### config.mk
export PLATFORM = sky130hd
export DESIGN_NAME = pid_controller_step_core
export DESIGN_NICKNAME = d
export VERILOG_FILES = /design/src/rtl/pidcs_pkg.sv /design/src/rtl/pidcs_cfg_regs.sv /design/src/rtl/pidcs_step_unit.sv /design/src/rtl/pid_controller_step_core.sv
export VERILOG_INCLUDE_DIRS = /design/src /design/src/rtl
export SDC_FILE = /design/constraint.sdc
export NUM_CORES = 2
export LEC_CHECK = 0
export BUFFER_PORTS_ARGS = -buffer_cell sky130_fd_sc_hd__buf_2
export CAP_MARGIN = 20
export CORE_AREA = 2 2 254 256
export CTS_CLUSTER_DIAMETER = 120
export CTS_CLUSTER_SIZE = 14
export DETAILED_ROUTE_END_ITERATION = 10
export DIE_AREA = 0 0 256 258
export PLACE_DENSITY = 0.77
export SYNTH_ARGS = -nofsm -noshare
export SYNTH_HDL_FRONTEND = slang
export SYNTH_SLANG_ARGS = --single-unit
### constraint.sdc
create_clock -name clk -period 44.5 [get_ports clk]
set_clock_uncertainty 0.2 [all_clocks]
set_input_delay 8.9 -clock clk [delete_from_list [all_inputs] [get_ports clk]]
set_output_delay 8.9 -clock clk [all_outputs]
set_load 0.03 [all_outputs]
### src/rtl/assert_macros.svh
// Assertion macros used by the pid step core top level.
// Expects a clock named clk and an active-low reset named rst_n in scope.
`ifndef ASSERT_MACROS_SVH
`define ASSERT_MACROS_SVH

// Property checked at every clock edge outside reset
`define ASSERT_CLK(label, prop, msg) \
    label: assert property (@(posedge clk) disable iff (!rst_n) (prop)) \
        else $error(msg);

// Antecedent this cycle implies consequent in the next cycle
`define ASSERT_NEXT(label, ante, cons, msg) \
    label: assert property (@(posedge clk) disable iff (!rst_n) (ante) |=> (cons)) \
        else $error(msg);

`endif

### src/rtl/pidcs_pkg.sv
// Package for the pid step core: types, register map, limit clamp.
// No dependencies; used by every module in rtl.
`timescale 1ns / 1ps
`default_nettype none

package pidcs_pkg;

    // Configuration port geometry
    localparam int ADDR_W    = 5;
    localparam int DATA_W    = 32;
    localparam int REG_IDX_W = 3;

    // Register indexes (byte address = 4 * index)
    localparam logic [REG_IDX_W-1:0] REG_SETPOINT   = 3'd0;
    localparam logic [REG_IDX_W-1:0] REG_GAIN_P     = 3'd1;
    localparam logic [REG_IDX_W-1:0] REG_GAIN_I     = 3'd2;
    localparam logic [REG_IDX_W-1:0] REG_GAIN_D     = 3'd3;
    localparam logic [REG_IDX_W-1:0] REG_LIMIT_HIGH = 3'd4;
    localparam logic [REG_IDX_W-1:0] REG_LIMIT_LOW  = 3'd5;

    localparam logic [31:0] LIMIT_HIGH_RESET = 32'd65535;
    localparam logic [31:0] LIMIT_LOW_RESET  = 32'd0;

    typedef enum logic {
        OP_SAMPLE = 1'b0,
        OP_MODE   = 1'b1
    } opcode_t;

    typedef struct packed {
        logic [15:0] setpoint;
        logic [7:0]  gain_p_code;
        logic [7:0]  gain_i_code;
        logic [7:0]  gain_d_code;
        logic [31:0] limit_high;
        logic [31:0] limit_low;
    } cfg_t;

    typedef struct packed {
        opcode_t     opcode;
        logic [15:0] sample;
        logic        enable_request;
    } item_t;

    typedef struct packed {
        logic        updated;
        logic [23:0] drive;
        logic        active;
    } result_t;

    // Clamp a wide sum to the limits; upper limit is tested first
    function automatic logic [31:0] clamp_lim(input logic signed [33:0] x,
                                              input logic signed [31:0] hi,
                                              input logic signed [31:0] lo);
        logic signed [33:0] hi_x;
        logic signed [33:0] lo_x;
        logic [31:0]        res;
        hi_x = {{2{hi[31]}}, hi};
        lo_x = {{2{lo[31]}}, lo};
        priority if (x > hi_x)
            res = hi;
        else if (x < lo_x)
            res = lo;
        else
            res = x[31:0];
        return res;
    endfunction

endpackage

`default_nettype wire

### src/rtl/pidcs_cfg_regs.sv
// APB-style configuration registers for the pid step core.
// Depends on pidcs_pkg for the register map and cfg_t.
`timescale 1ns / 1ps
`default_nettype none

module pidcs_cfg_regs (
    input  wire logic                        clk,
    input  wire logic                        rst_n,
    input  wire logic                        psel,
    input  wire logic                        penable,
    input  wire logic                        pwrite,
    input  wire logic [pidcs_pkg::ADDR_W-1:0] paddr,
    input  wire logic [pidcs_pkg::DATA_W-1:0] pwdata,
    output logic      [pidcs_pkg::DATA_W-1:0] prdata,
    output logic                             pready,
    output pidcs_pkg::cfg_t                  cfg
);
    import pidcs_pkg::*;

    cfg_t                 cfg_reg;
    cfg_t                 cfg_next;
    logic                 wr_en;
    logic [REG_IDX_W-1:0] reg_idx;

    assign pready  = 1'b1;
    assign wr_en   = psel & penable & pwrite & pready;
    assign reg_idx = paddr[ADDR_W-1:2];

    // Register write decode
    always_comb
    begin
        cfg_next = cfg_reg;
        if (wr_en)
        begin
            unique case (reg_idx)
                REG_SETPOINT:   cfg_next.setpoint    = pwdata[15:0];
                REG_GAIN_P:     cfg_next.gain_p_code = pwdata[7:0];
                REG_GAIN_I:     cfg_next.gain_i_code = pwdata[7:0];
                REG_GAIN_D:     cfg_next.gain_d_code = pwdata[7:0];
                REG_LIMIT_HIGH: cfg_next.limit_high  = pwdata;
                REG_LIMIT_LOW:  cfg_next.limit_low   = pwdata;
                default:        cfg_next = cfg_reg;
            endcase
        end
    end

    always_ff @(posedge clk or negedge rst_n)
    begin
        if (!rst_n)
        begin
            cfg_reg.setpoint    <= '0;
            cfg_reg.gain_p_code <= '0;
            cfg_reg.gain_i_code <= '0;
            cfg_reg.gain_d_code <= '0;
            cfg_reg.limit_high  <= LIMIT_HIGH_RESET;
            cfg_reg.limit_low   <= LIMIT_LOW_RESET;
        end
        else
        begin
            cfg_reg <= cfg_next;
        end
    end

    // Read mux
    always_comb
    begin
        unique case (reg_idx)
            REG_SETPOINT:   prdata = {16'd0, cfg_reg.setpoint};
            REG_GAIN_P:     prdata = {24'd0, cfg_reg.gain_p_code};
            REG_GAIN_I:     prdata = {24'd0, cfg_reg.gain_i_code};
            REG_GAIN_D:     prdata = {24'd0, cfg_reg.gain_d_code};
            REG_LIMIT_HIGH: prdata = cfg_reg.limit_high;
            REG_LIMIT_LOW:  prdata = cfg_reg.limit_low;
            default:        prdata = '0;
        endcase
    end

    assign cfg = cfg_reg;

endmodule

`default_nettype wire

### src/rtl/pidcs_step_unit.sv
// PID state and combinational step datapath for the pid step core.
// Depends on pidcs_pkg for cfg_t, item_t, result_t and clamp_lim.
`timescale 1ns / 1ps
`default_nettype none

module pidcs_step_unit (
    input  wire logic             clk,
    input  wire logic             rst_n,
    input  wire pidcs_pkg::cfg_t  cfg,
    input  wire pidcs_pkg::item_t item,
    input  wire logic             fire,
    output pidcs_pkg::result_t    result
);
    import pidcs_pkg::*;

    logic        active_reg;
    logic        active_next;
    logic [31:0] integral_reg;
    logic [31:0] integral_next;
    logic [15:0] prev_sample_reg;
    logic [15:0] prev_sample_next;
    logic [23:0] drive_hold_reg;
    logic [23:0] drive_hold_next;

    logic signed [7:0]  kp;
    logic signed [7:0]  ki;
    logic signed [7:0]  kd;
    logic signed [15:0] err;
    logic signed [15:0] dmeas;
    logic signed [23:0] p_term;
    logic signed [23:0] i_term;
    logic signed [23:0] d_term;
    logic signed [33:0] integral_acc;
    logic [31:0]        integral_clamped;
    logic [31:0]        integral_zero;
    logic signed [33:0] sum_acc;
    logic [31:0]        sum_clamped;

    // Gain decode: negate, with shifts for I and D, kept to 8 bits
    assign kp = 8'd0 - cfg.gain_p_code;
    assign ki = 8'd0 - {cfg.gain_i_code[6:0], 1'b0};
    assign kd = 8'd0 - {1'b0, cfg.gain_d_code[7:1]};

    // Error and derivative on measurement, wrapped to 16 bits
    assign err   = cfg.setpoint - item.sample;
    assign dmeas = item.sample - prev_sample_reg;

    assign p_term = kp * err;
    assign i_term = ki * err;
    assign d_term = kd * dmeas;

    // Integral update then clamped sum
    assign integral_acc = {{2{integral_reg[31]}}, integral_reg}
                        + {{10{i_term[23]}}, i_term};
    assign integral_clamped = clamp_lim(integral_acc, cfg.limit_high, cfg.limit_low);
    assign integral_zero    = clamp_lim('0, cfg.limit_high, cfg.limit_low);

    assign sum_acc = {{10{p_term[23]}}, p_term}
                   + {{2{integral_clamped[31]}}, integral_clamped}
                   - {{10{d_term[23]}}, d_term};
    assign sum_clamped = clamp_lim(sum_acc, cfg.limit_high, cfg.limit_low);

    // Next state per item kind
    always_comb
    begin
        active_next      = active_reg;
        integral_next    = integral_reg;
        prev_sample_next = prev_sample_reg;
        drive_hold_next  = drive_hold_reg;
        result.updated   = 1'b0;
        unique case (item.opcode)
            OP_MODE:
            begin
                if (item.enable_request && !active_reg)
                begin
                    integral_next    = integral_zero;
                    prev_sample_next = item.sample;
                end
                active_next = !active_reg;
            end
            OP_SAMPLE:
            begin
                if (active_reg)
                begin
                    integral_next    = integral_clamped;
                    prev_sample_next = item.sample;
                    // floor shift by 8 is the top 24 bits
                    drive_hold_next  = sum_clamped[31:8];
                    result.updated   = 1'b1;
                end
            end
            default:
            begin
                active_next = active_reg;
            end
        endcase
        result.drive  = drive_hold_next;
        result.active = active_next;
    end

    always_ff @(posedge clk or negedge rst_n)
    begin
        if (!rst_n)
        begin
            active_reg      <= 1'b0;
            integral_reg    <= '0;
            prev_sample_reg <= '0;
            drive_hold_reg  <= '0;
        end
        else if (fire)
        begin
            active_reg      <= active_next;
            integral_reg    <= integral_next;
            prev_sample_reg <= prev_sample_next;
            drive_hold_reg  <= drive_hold_next;
        end
    end

endmodule

`default_nettype wire

### src/rtl/pid_controller_step_core.sv
// Top level of the pid step core: input register, step unit, result register.
// Depends on pidcs_pkg, pidcs_cfg_regs, pidcs_step_unit and assert_macros.svh.
`timescale 1ns / 1ps
`default_nettype none

// Integer PID step with derivative on measurement. One item is taken per
// clock while in_stall is low; each item passes from the input register
// through the step stage, which writes the result register when the
// result side is free. In the step stage the integral feedback (multiply,
// add, clamp, then the clamped sum) closes combinationally between the
// state registers. Every item, sample or mode toggle, gives exactly one
// result. When the result side stalls, one further item is held in the
// input register before in_stall rises. Configuration is to be written over
// the APB-style port at byte address 4 * index only while no item is in
// flight; the block does not enforce this. No clearing pass follows reset.
module pid_controller_step_core (
    input  wire logic                        clk,
    input  wire logic                        rst_n,
    // configuration port
    input  wire logic                        psel,
    input  wire logic                        penable,
    input  wire logic                        pwrite,
    input  wire logic [pidcs_pkg::ADDR_W-1:0] paddr,
    input  wire logic [pidcs_pkg::DATA_W-1:0] pwdata,
    output logic      [pidcs_pkg::DATA_W-1:0] prdata,
    output logic                             pready,
    // input channel
    input  wire logic                        in_valid,
    output logic                             in_stall,
    input  wire logic                        opcode,
    input  wire logic [15:0]                 sample,
    input  wire logic                        enable_request,
    // output channel
    output logic                             out_valid,
    input  wire logic                        out_stall,
    output logic                             updated,
    output logic signed [23:0]               drive,
    output logic                             active
);
    import pidcs_pkg::*;

`include "assert_macros.svh"

    cfg_t    cfg;
    item_t   s1_item_reg;
    logic    s1_valid_reg;
    logic    s1_valid_next;
    logic    out_valid_reg;
    logic    out_valid_next;
    result_t res_reg;
    result_t step_res;
    logic    adv_out;
    logic    fire;
    logic    in_xfer;

    pidcs_cfg_regs u_cfg_regs (
        .clk     (clk),
        .rst_n   (rst_n),
        .psel    (psel),
        .penable (penable),
        .pwrite  (pwrite),
        .paddr   (paddr),
        .pwdata  (pwdata),
        .prdata  (prdata),
        .pready  (pready),
        .cfg     (cfg)
    );

    pidcs_step_unit u_step (
        .clk    (clk),
        .rst_n  (rst_n),
        .cfg    (cfg),
        .item   (s1_item_reg),
        .fire   (fire),
        .result (step_res)
    );

    // Pipeline advance: result register frees when empty or taken
    assign adv_out  = !out_valid_reg || !out_stall;
    assign fire     = s1_valid_reg && adv_out;
    assign in_stall = s1_valid_reg && !adv_out;
    assign in_xfer  = in_valid && !in_stall;

    assign s1_valid_next  = in_stall ? 1'b1 : in_valid;
    assign out_valid_next = adv_out ? fire : out_valid_reg;

    always_ff @(posedge clk or negedge rst_n)
    begin
        if (!rst_n)
        begin
            s1_valid_reg  <= 1'b0;
            out_valid_reg <= 1'b0;
        end
        else
        begin
            s1_valid_reg  <= s1_valid_next;
            out_valid_reg <= out_valid_next;
        end
    end

    // Input register captures each transfer
    always_ff @(posedge clk)
    begin
        if (in_xfer)
        begin
            s1_item_reg.opcode         <= opcode_t'(opcode);
            s1_item_reg.sample         <= sample;
            s1_item_reg.enable_request <= enable_request;
        end
    end

    // Result register
    always_ff @(posedge clk)
    begin
        if (fire)
        begin
            res_reg <= step_res;
        end
    end

    assign out_valid = out_valid_reg;
    assign updated   = res_reg.updated;
    assign drive     = res_reg.drive;
    assign active    = res_reg.active;

    // Checks
    `ASSERT_CLK(a_stall_needs_item, !in_stall || s1_valid_reg, "stall with empty stage")
    `ASSERT_NEXT(a_item_reaches_out, s1_valid_reg && !out_valid_reg, out_valid_reg, "item stuck")
    `ASSERT_CLK(a_updated_active, !out_valid_reg || !updated || active, "update while inactive")
    `ASSERT_NEXT(a_stall_holds_item, in_stall, s1_valid_reg && $stable(s1_item_reg), "item lost")

endmodule

`default_nettype wire
Word level (Yosys, flattened, before mapping)
Index checks and enable logic that the tools add are counted.

Bits in latches: 0. ROM bits: 0. Register bits after elaboration: 223. Memories: 0. RAM bits: 0. Output and inout port bits: 61.

$lt $le $gt $ge: 6. Multiplexer cells: 18. Reductions and logical operators: 18. Add/sub/neg operators: 8. Div/mod/pow operators: 0. Bitwise gates (word level): 3. Multiply operators: 3. Equal/unequal tests: 7. Shift-type cells: 0.

Operators with widths (number): 32-bit two-way mux (8); 32-bit case mux with 6 select lines (1); 8-bit by 16-bit multiplier with 24-bit output (3); 32-bit case mux with 2 select lines (1); 24-bit two-way mux (2); 34-bit by 32-bit > comparator with 1-bit output (1); 34-bit by 32-bit < comparator with 1-bit output (1); 34-bit subtractor (1); 24-bit by 32-bit adder with 33-bit output (1); 32-bit by 24-bit adder with 33-bit output (1); 33-bit by 32-bit > comparator with 1-bit output (1); 33-bit by 32-bit < comparator with 1-bit output (1); 1-bit by 32-bit > comparator with 1-bit output (first input constant) (1); 1-bit by 32-bit < comparator with 1-bit output (first input constant) (1); 16-bit two-way mux (2); 16-bit case mux with 2 select lines (1); 16-bit subtractor (2); 1-bit by 8-bit subtractor with 8-bit output (first input constant) (2); 2-bit AND reduction (6); 1-bit by 7-bit subtractor with 8-bit output (first input constant) (1); 3-bit by 2-bit == test with 1-bit output (second input constant) (2); 3-bit == test (second input constant) (2); 1-bit zero test (5); 1-bit logical AND (4); other kinds (8) (12).

Logic depth before layout (Yosys ltp)
Depth in word-level cells: 13. Gate-level depth with buffers: 88. Mapped depth without buffers: 83.

Cells and area by module
From an unflattened synthesis, not the netlist that was laid out.

Cells, all modules: 3665. Area, all modules: 33696.1 um2.

Modules (own cells, without submodules): pidcs_step_unit (sequential area each 1826.8 um2, area each 27495.1 um2, instances 1, cells an instance 3269); pidcs_cfg_regs (sequential area each 2622.5 um2, area each 4787.1 um2, instances 1, cells an instance 344); pid_controller_step_core (sequential area each 1371.3 um2, area each 1413.9 um2, instances 1, cells an instance 52).

Worst setup path before layout
OpenSTA, ideal clock, no wires.

Path type: input to output. Start: input port paddr[4] in the netlist's numbering. End: output port prdata[1] in the netlist's numbering. Data required time: 35400 ps. Stages on the path: 5. Buffers on the path: 3. Setup slack: 24646 ps. Arrival time: 10754 ps. Cells stage by stage: clkbuf_1 > clkbuf_1 > clkbuf_1 > a31oi_1 > o21ai_0.

Longest elaborated chain between the ends: 2. Elaborated cells between the ends (all ways): 7.

RTL lines: from (decl) (line pid_controller_step_core.sv:23) `input wire logic [pidcs_pkg::ADDR_W-1:0] paddr,`; 3-bit == test (tied with other cells) (line pidcs_cfg_regs.sv:67) `unique case (reg_idx)`; 32-bit case mux with 6 select lines (*) (line pidcs_cfg_regs.sv:67); to (decl) (line pid_controller_step_core.sv:25) `output logic [pidcs_pkg::DATA_W-1:0] prdata,`.

Every way passes the cells marked *; elsewhere a longest branch is shown, timed or not.

==> summary.txt <==
Status - complete, no violations
Ports - 123
Worst slew pin tran - 1.18 ns
Min Tclk post-route - 21.77 ns
Share of cells above drive strength 1 - 8.22%
Worst-path clk slew - 0.07 ns
FF-to-FF Start - s1_item_reg[2]$_DFFE_PP_
CTS resizes - 0
Gpl congestion - 0.965
Die H - 258 um
EDFF count, synth - 44
Detailed Routing Iterations Pass 1 - 6
Area grow syn2layout - 6.39%
CTS H-tree lvls - 1
Synth area leader - fa_1
Worst-path maximum fanout - 25
Antenna diodes - 0
Flip-flop and latch area - 5820 sq um
HP Class - reg -> reg
Avg Inst Size Synth - 8.86 sq um
Fraction of registers with async set or reset after synthesis - 80.3%
Critical Path RT - 44.55 ns
RSZ-0062 raised after global routing - no
Global Route Usage Sum - 29.8%
Most Frequent Cell on Critical Path - fa_1
Max incr delay on CP - 0.85 ns
Reg2Reg Depth - 74
Max cap viols - 0
Slew HR - 20.9%
Die width - 256 um
Initial Utilization - 54.2%
CTS hold repair buffers - 0
Post-synth top area share - 23.4%
Worst-case clock buffer depth - 3
Sequential share of the synthesized area - 16.9%
Synthesized Nets - 4769
Worst EP arrival - 21.82 ns
Rows - 93
Worst Hold End - u_step.drive_hold_reg[9]$_DFFE_PN0P_
Sink Count - 223
CTS buffer count - 20
Flops & latches, synth - 223
Initial antenna violation count - 1
Nets - 4831
Synthesized area - 34500 sq um
Footprint of the multi-input gates - 25900 sq um
Via-per-instance ratio - 5.88
Ratio of final minimum period to clock period - 48.9%
YS warnings - 0
Post-Route WL - 97500 um
Grt total ovfl - 0
WHS Path Cells - 2
Buf/Inv on CP - 10
DR vias - 28312
TritonCTS clock tree - done
Most common cell after layout, fill and taps aside - inv_1
Fmax - 45.9 MHz
Die area - 66000 sq um
WS Path Type - reg -> reg
Max-slew violations - 0
Most frequent cells in the layout - inv_1 (599), ha_1 (415), fa_1 (403), nand2_1 (383), nor2_1 (296)
Post-CTS setup buffers - 0
Clock latency on the worst-skew pair - 0.56 ns
Number of global-route vias before repair - 27804
1st-iter DRT viols - 2753
Root buf cell - clkbuf_16
Hold Path Origin - u_step.drive_hold_reg[9]$_DFFE_PN0P_
Crit start category - flip-flop
Synth cell types - 84
Core box area - 63600 sq um
HPWL after detailed placement - 79700 um
Hold_ws - 0.284 ns
Cells after synthesis - 3889
Drt drc - 0
Global-route wire length before repair - 155000 um
Setup-failing EPs final - 0
Main synth FF type - dfrtp_1
CP max-delay cell - o21ai_0
R2r endpoint - drive[0]$_DFFE_PP_
Worst-case register-to-register setup slack - 22.73 ns
Largest net degree at the start of global routing - 72
Hold Violations, Final - 0
# fillers - 5632
Post-route ant nets - 0
Synth top area cells - fa_1 (23%), ha_1 (15%), dfrtp_1 (12%), inv_1 (6.5%), nand2_1 (4.2%)
Worst setup EP type - flip-flop
Critical path's top delay family - adder cells
WL/cell - 20.2 um
I/O Buffers - 119
Max reg flops - 104
TNS Setup - 0 ns
==> worst reg2reg max path: cells and delay by family (launching register included) <==
kind	cells	cell delay [ns]
compound gates	28	6.73
xor+xnor	4	1.35
fa+ha+maj	16	7.07
buf+inv	10	1.80
flops	1	0.45
mux	1	0.43
simple gates	15	3.48
==> per-stage QoR <==
step	std cells	setup slack [ns]	util (%)	area, sq um
after CTS	4818	23.25	57.6	36600
after global placement	4783	23.41	56.6	36100
after detailed placement	4783	23.35	56.6	36100
after global routing	4819	21.65	57.6	36700
final	4819	22.73	57.6	36700
after floorplan	3889	24.65	-	34500
==> cell type report <==
cell class                      count  area share, %
Timing Repair Buffer              173           2.81
Sequential cell                   223           15.9
Tap cell                          855           2.92
Clock buffer                       33           1.58
Clock inverter                      2         0.0443
Inverter                          602           6.16
Multi-Input combinational cell   2931           70.6
==> synth_stat cells (6+ instances only) <==
cell type	n
nor2_1	298
o21ai_0	218
and2_1	47
xnor2_1	119
edfxtp_1	44
o211ai_1	25
dfrtp_1	163
nand4_1	39
ha_1	415
nor3_1	68
nand2_1	383
or2_2	15
a211o_1	12
clkbuf_1	98
buf_1	9
a21oi_1	203
or3_1	12
a31oi_1	17
nand3_1	38
a21o_1	98
buf_2	21
mux2i_1	64
o21ai_1	6
fa_1	403
nor3b_1	34
and3_1	20
o31ai_1	10
inv_1	599
o21bai_1	25
a211oi_1	14
nor4_1	12
nor2b_1	35
a41oi_1	6
a221oi_1	17
dfstp_2	16
a221o_1	13
o21a_1	21
nand2b_1	28
xor2_1	65
mux2_2	58
==> cell families (layout without fill, tap and decap cells) <==
group / count (synthesis) / in the layout / share of synthesized area [%]
AND/OR/NAND/NOR: 1048 / 1048 / 14.0
adder cells (fa/ha/maj): 818 / 818 / 38.5
AO/OA/AOI/OAI: 753 / 753 / 13.9
buffers and inverters: 735 / 810 / 8.14
flip-flops: 223 / 223 / 16.9
XOR/XNOR: 188 / 188 / 4.86
multiplexers: 123 / 123 / 3.79
other: 1 / 1 / 0.0109
==> per-layer routing <==
layer | vias to the layer above | global-route usage [%] | wire length (um)
met5 | - | 0 | 15
met1 | 13721 | 39.6 | 39000
met3 | 249 | 4.96 | 8800
li1 | 13038 | - | -
met4 | 2 | 15.4 | 6350
met2 | 1302 | 47.4 | 43400
==> worst max path at each step <==
stage / depth (start not counted) / slack, ns / end / start
floorplan: 5 / 24.65 / prdata[1] / paddr[4]
global placement: 75 / 23.41 / drive[2]$_DFFE_PP_ / s1_item_reg[2]$_DFFE_PP_
detailed placement: 77 / 23.35 / drive[0]$_DFFE_PP_ / s1_item_reg[2]$_DFFE_PP_
CTS: 75 / 23.25 / drive[0]$_DFFE_PP_ / s1_item_reg[2]$_DFFE_PP_
global route: 76 / 21.65 / drive[1]$_DFFE_PP_ / s1_item_reg[2]$_DFFE_PP_
finish: 74 / 22.73 / drive[0]$_DFFE_PP_ / s1_item_reg[2]$_DFFE_PP_
Power is not shown: default switching activity piles up to over one toggle a cycle in this logic, so the estimate is an artifact.
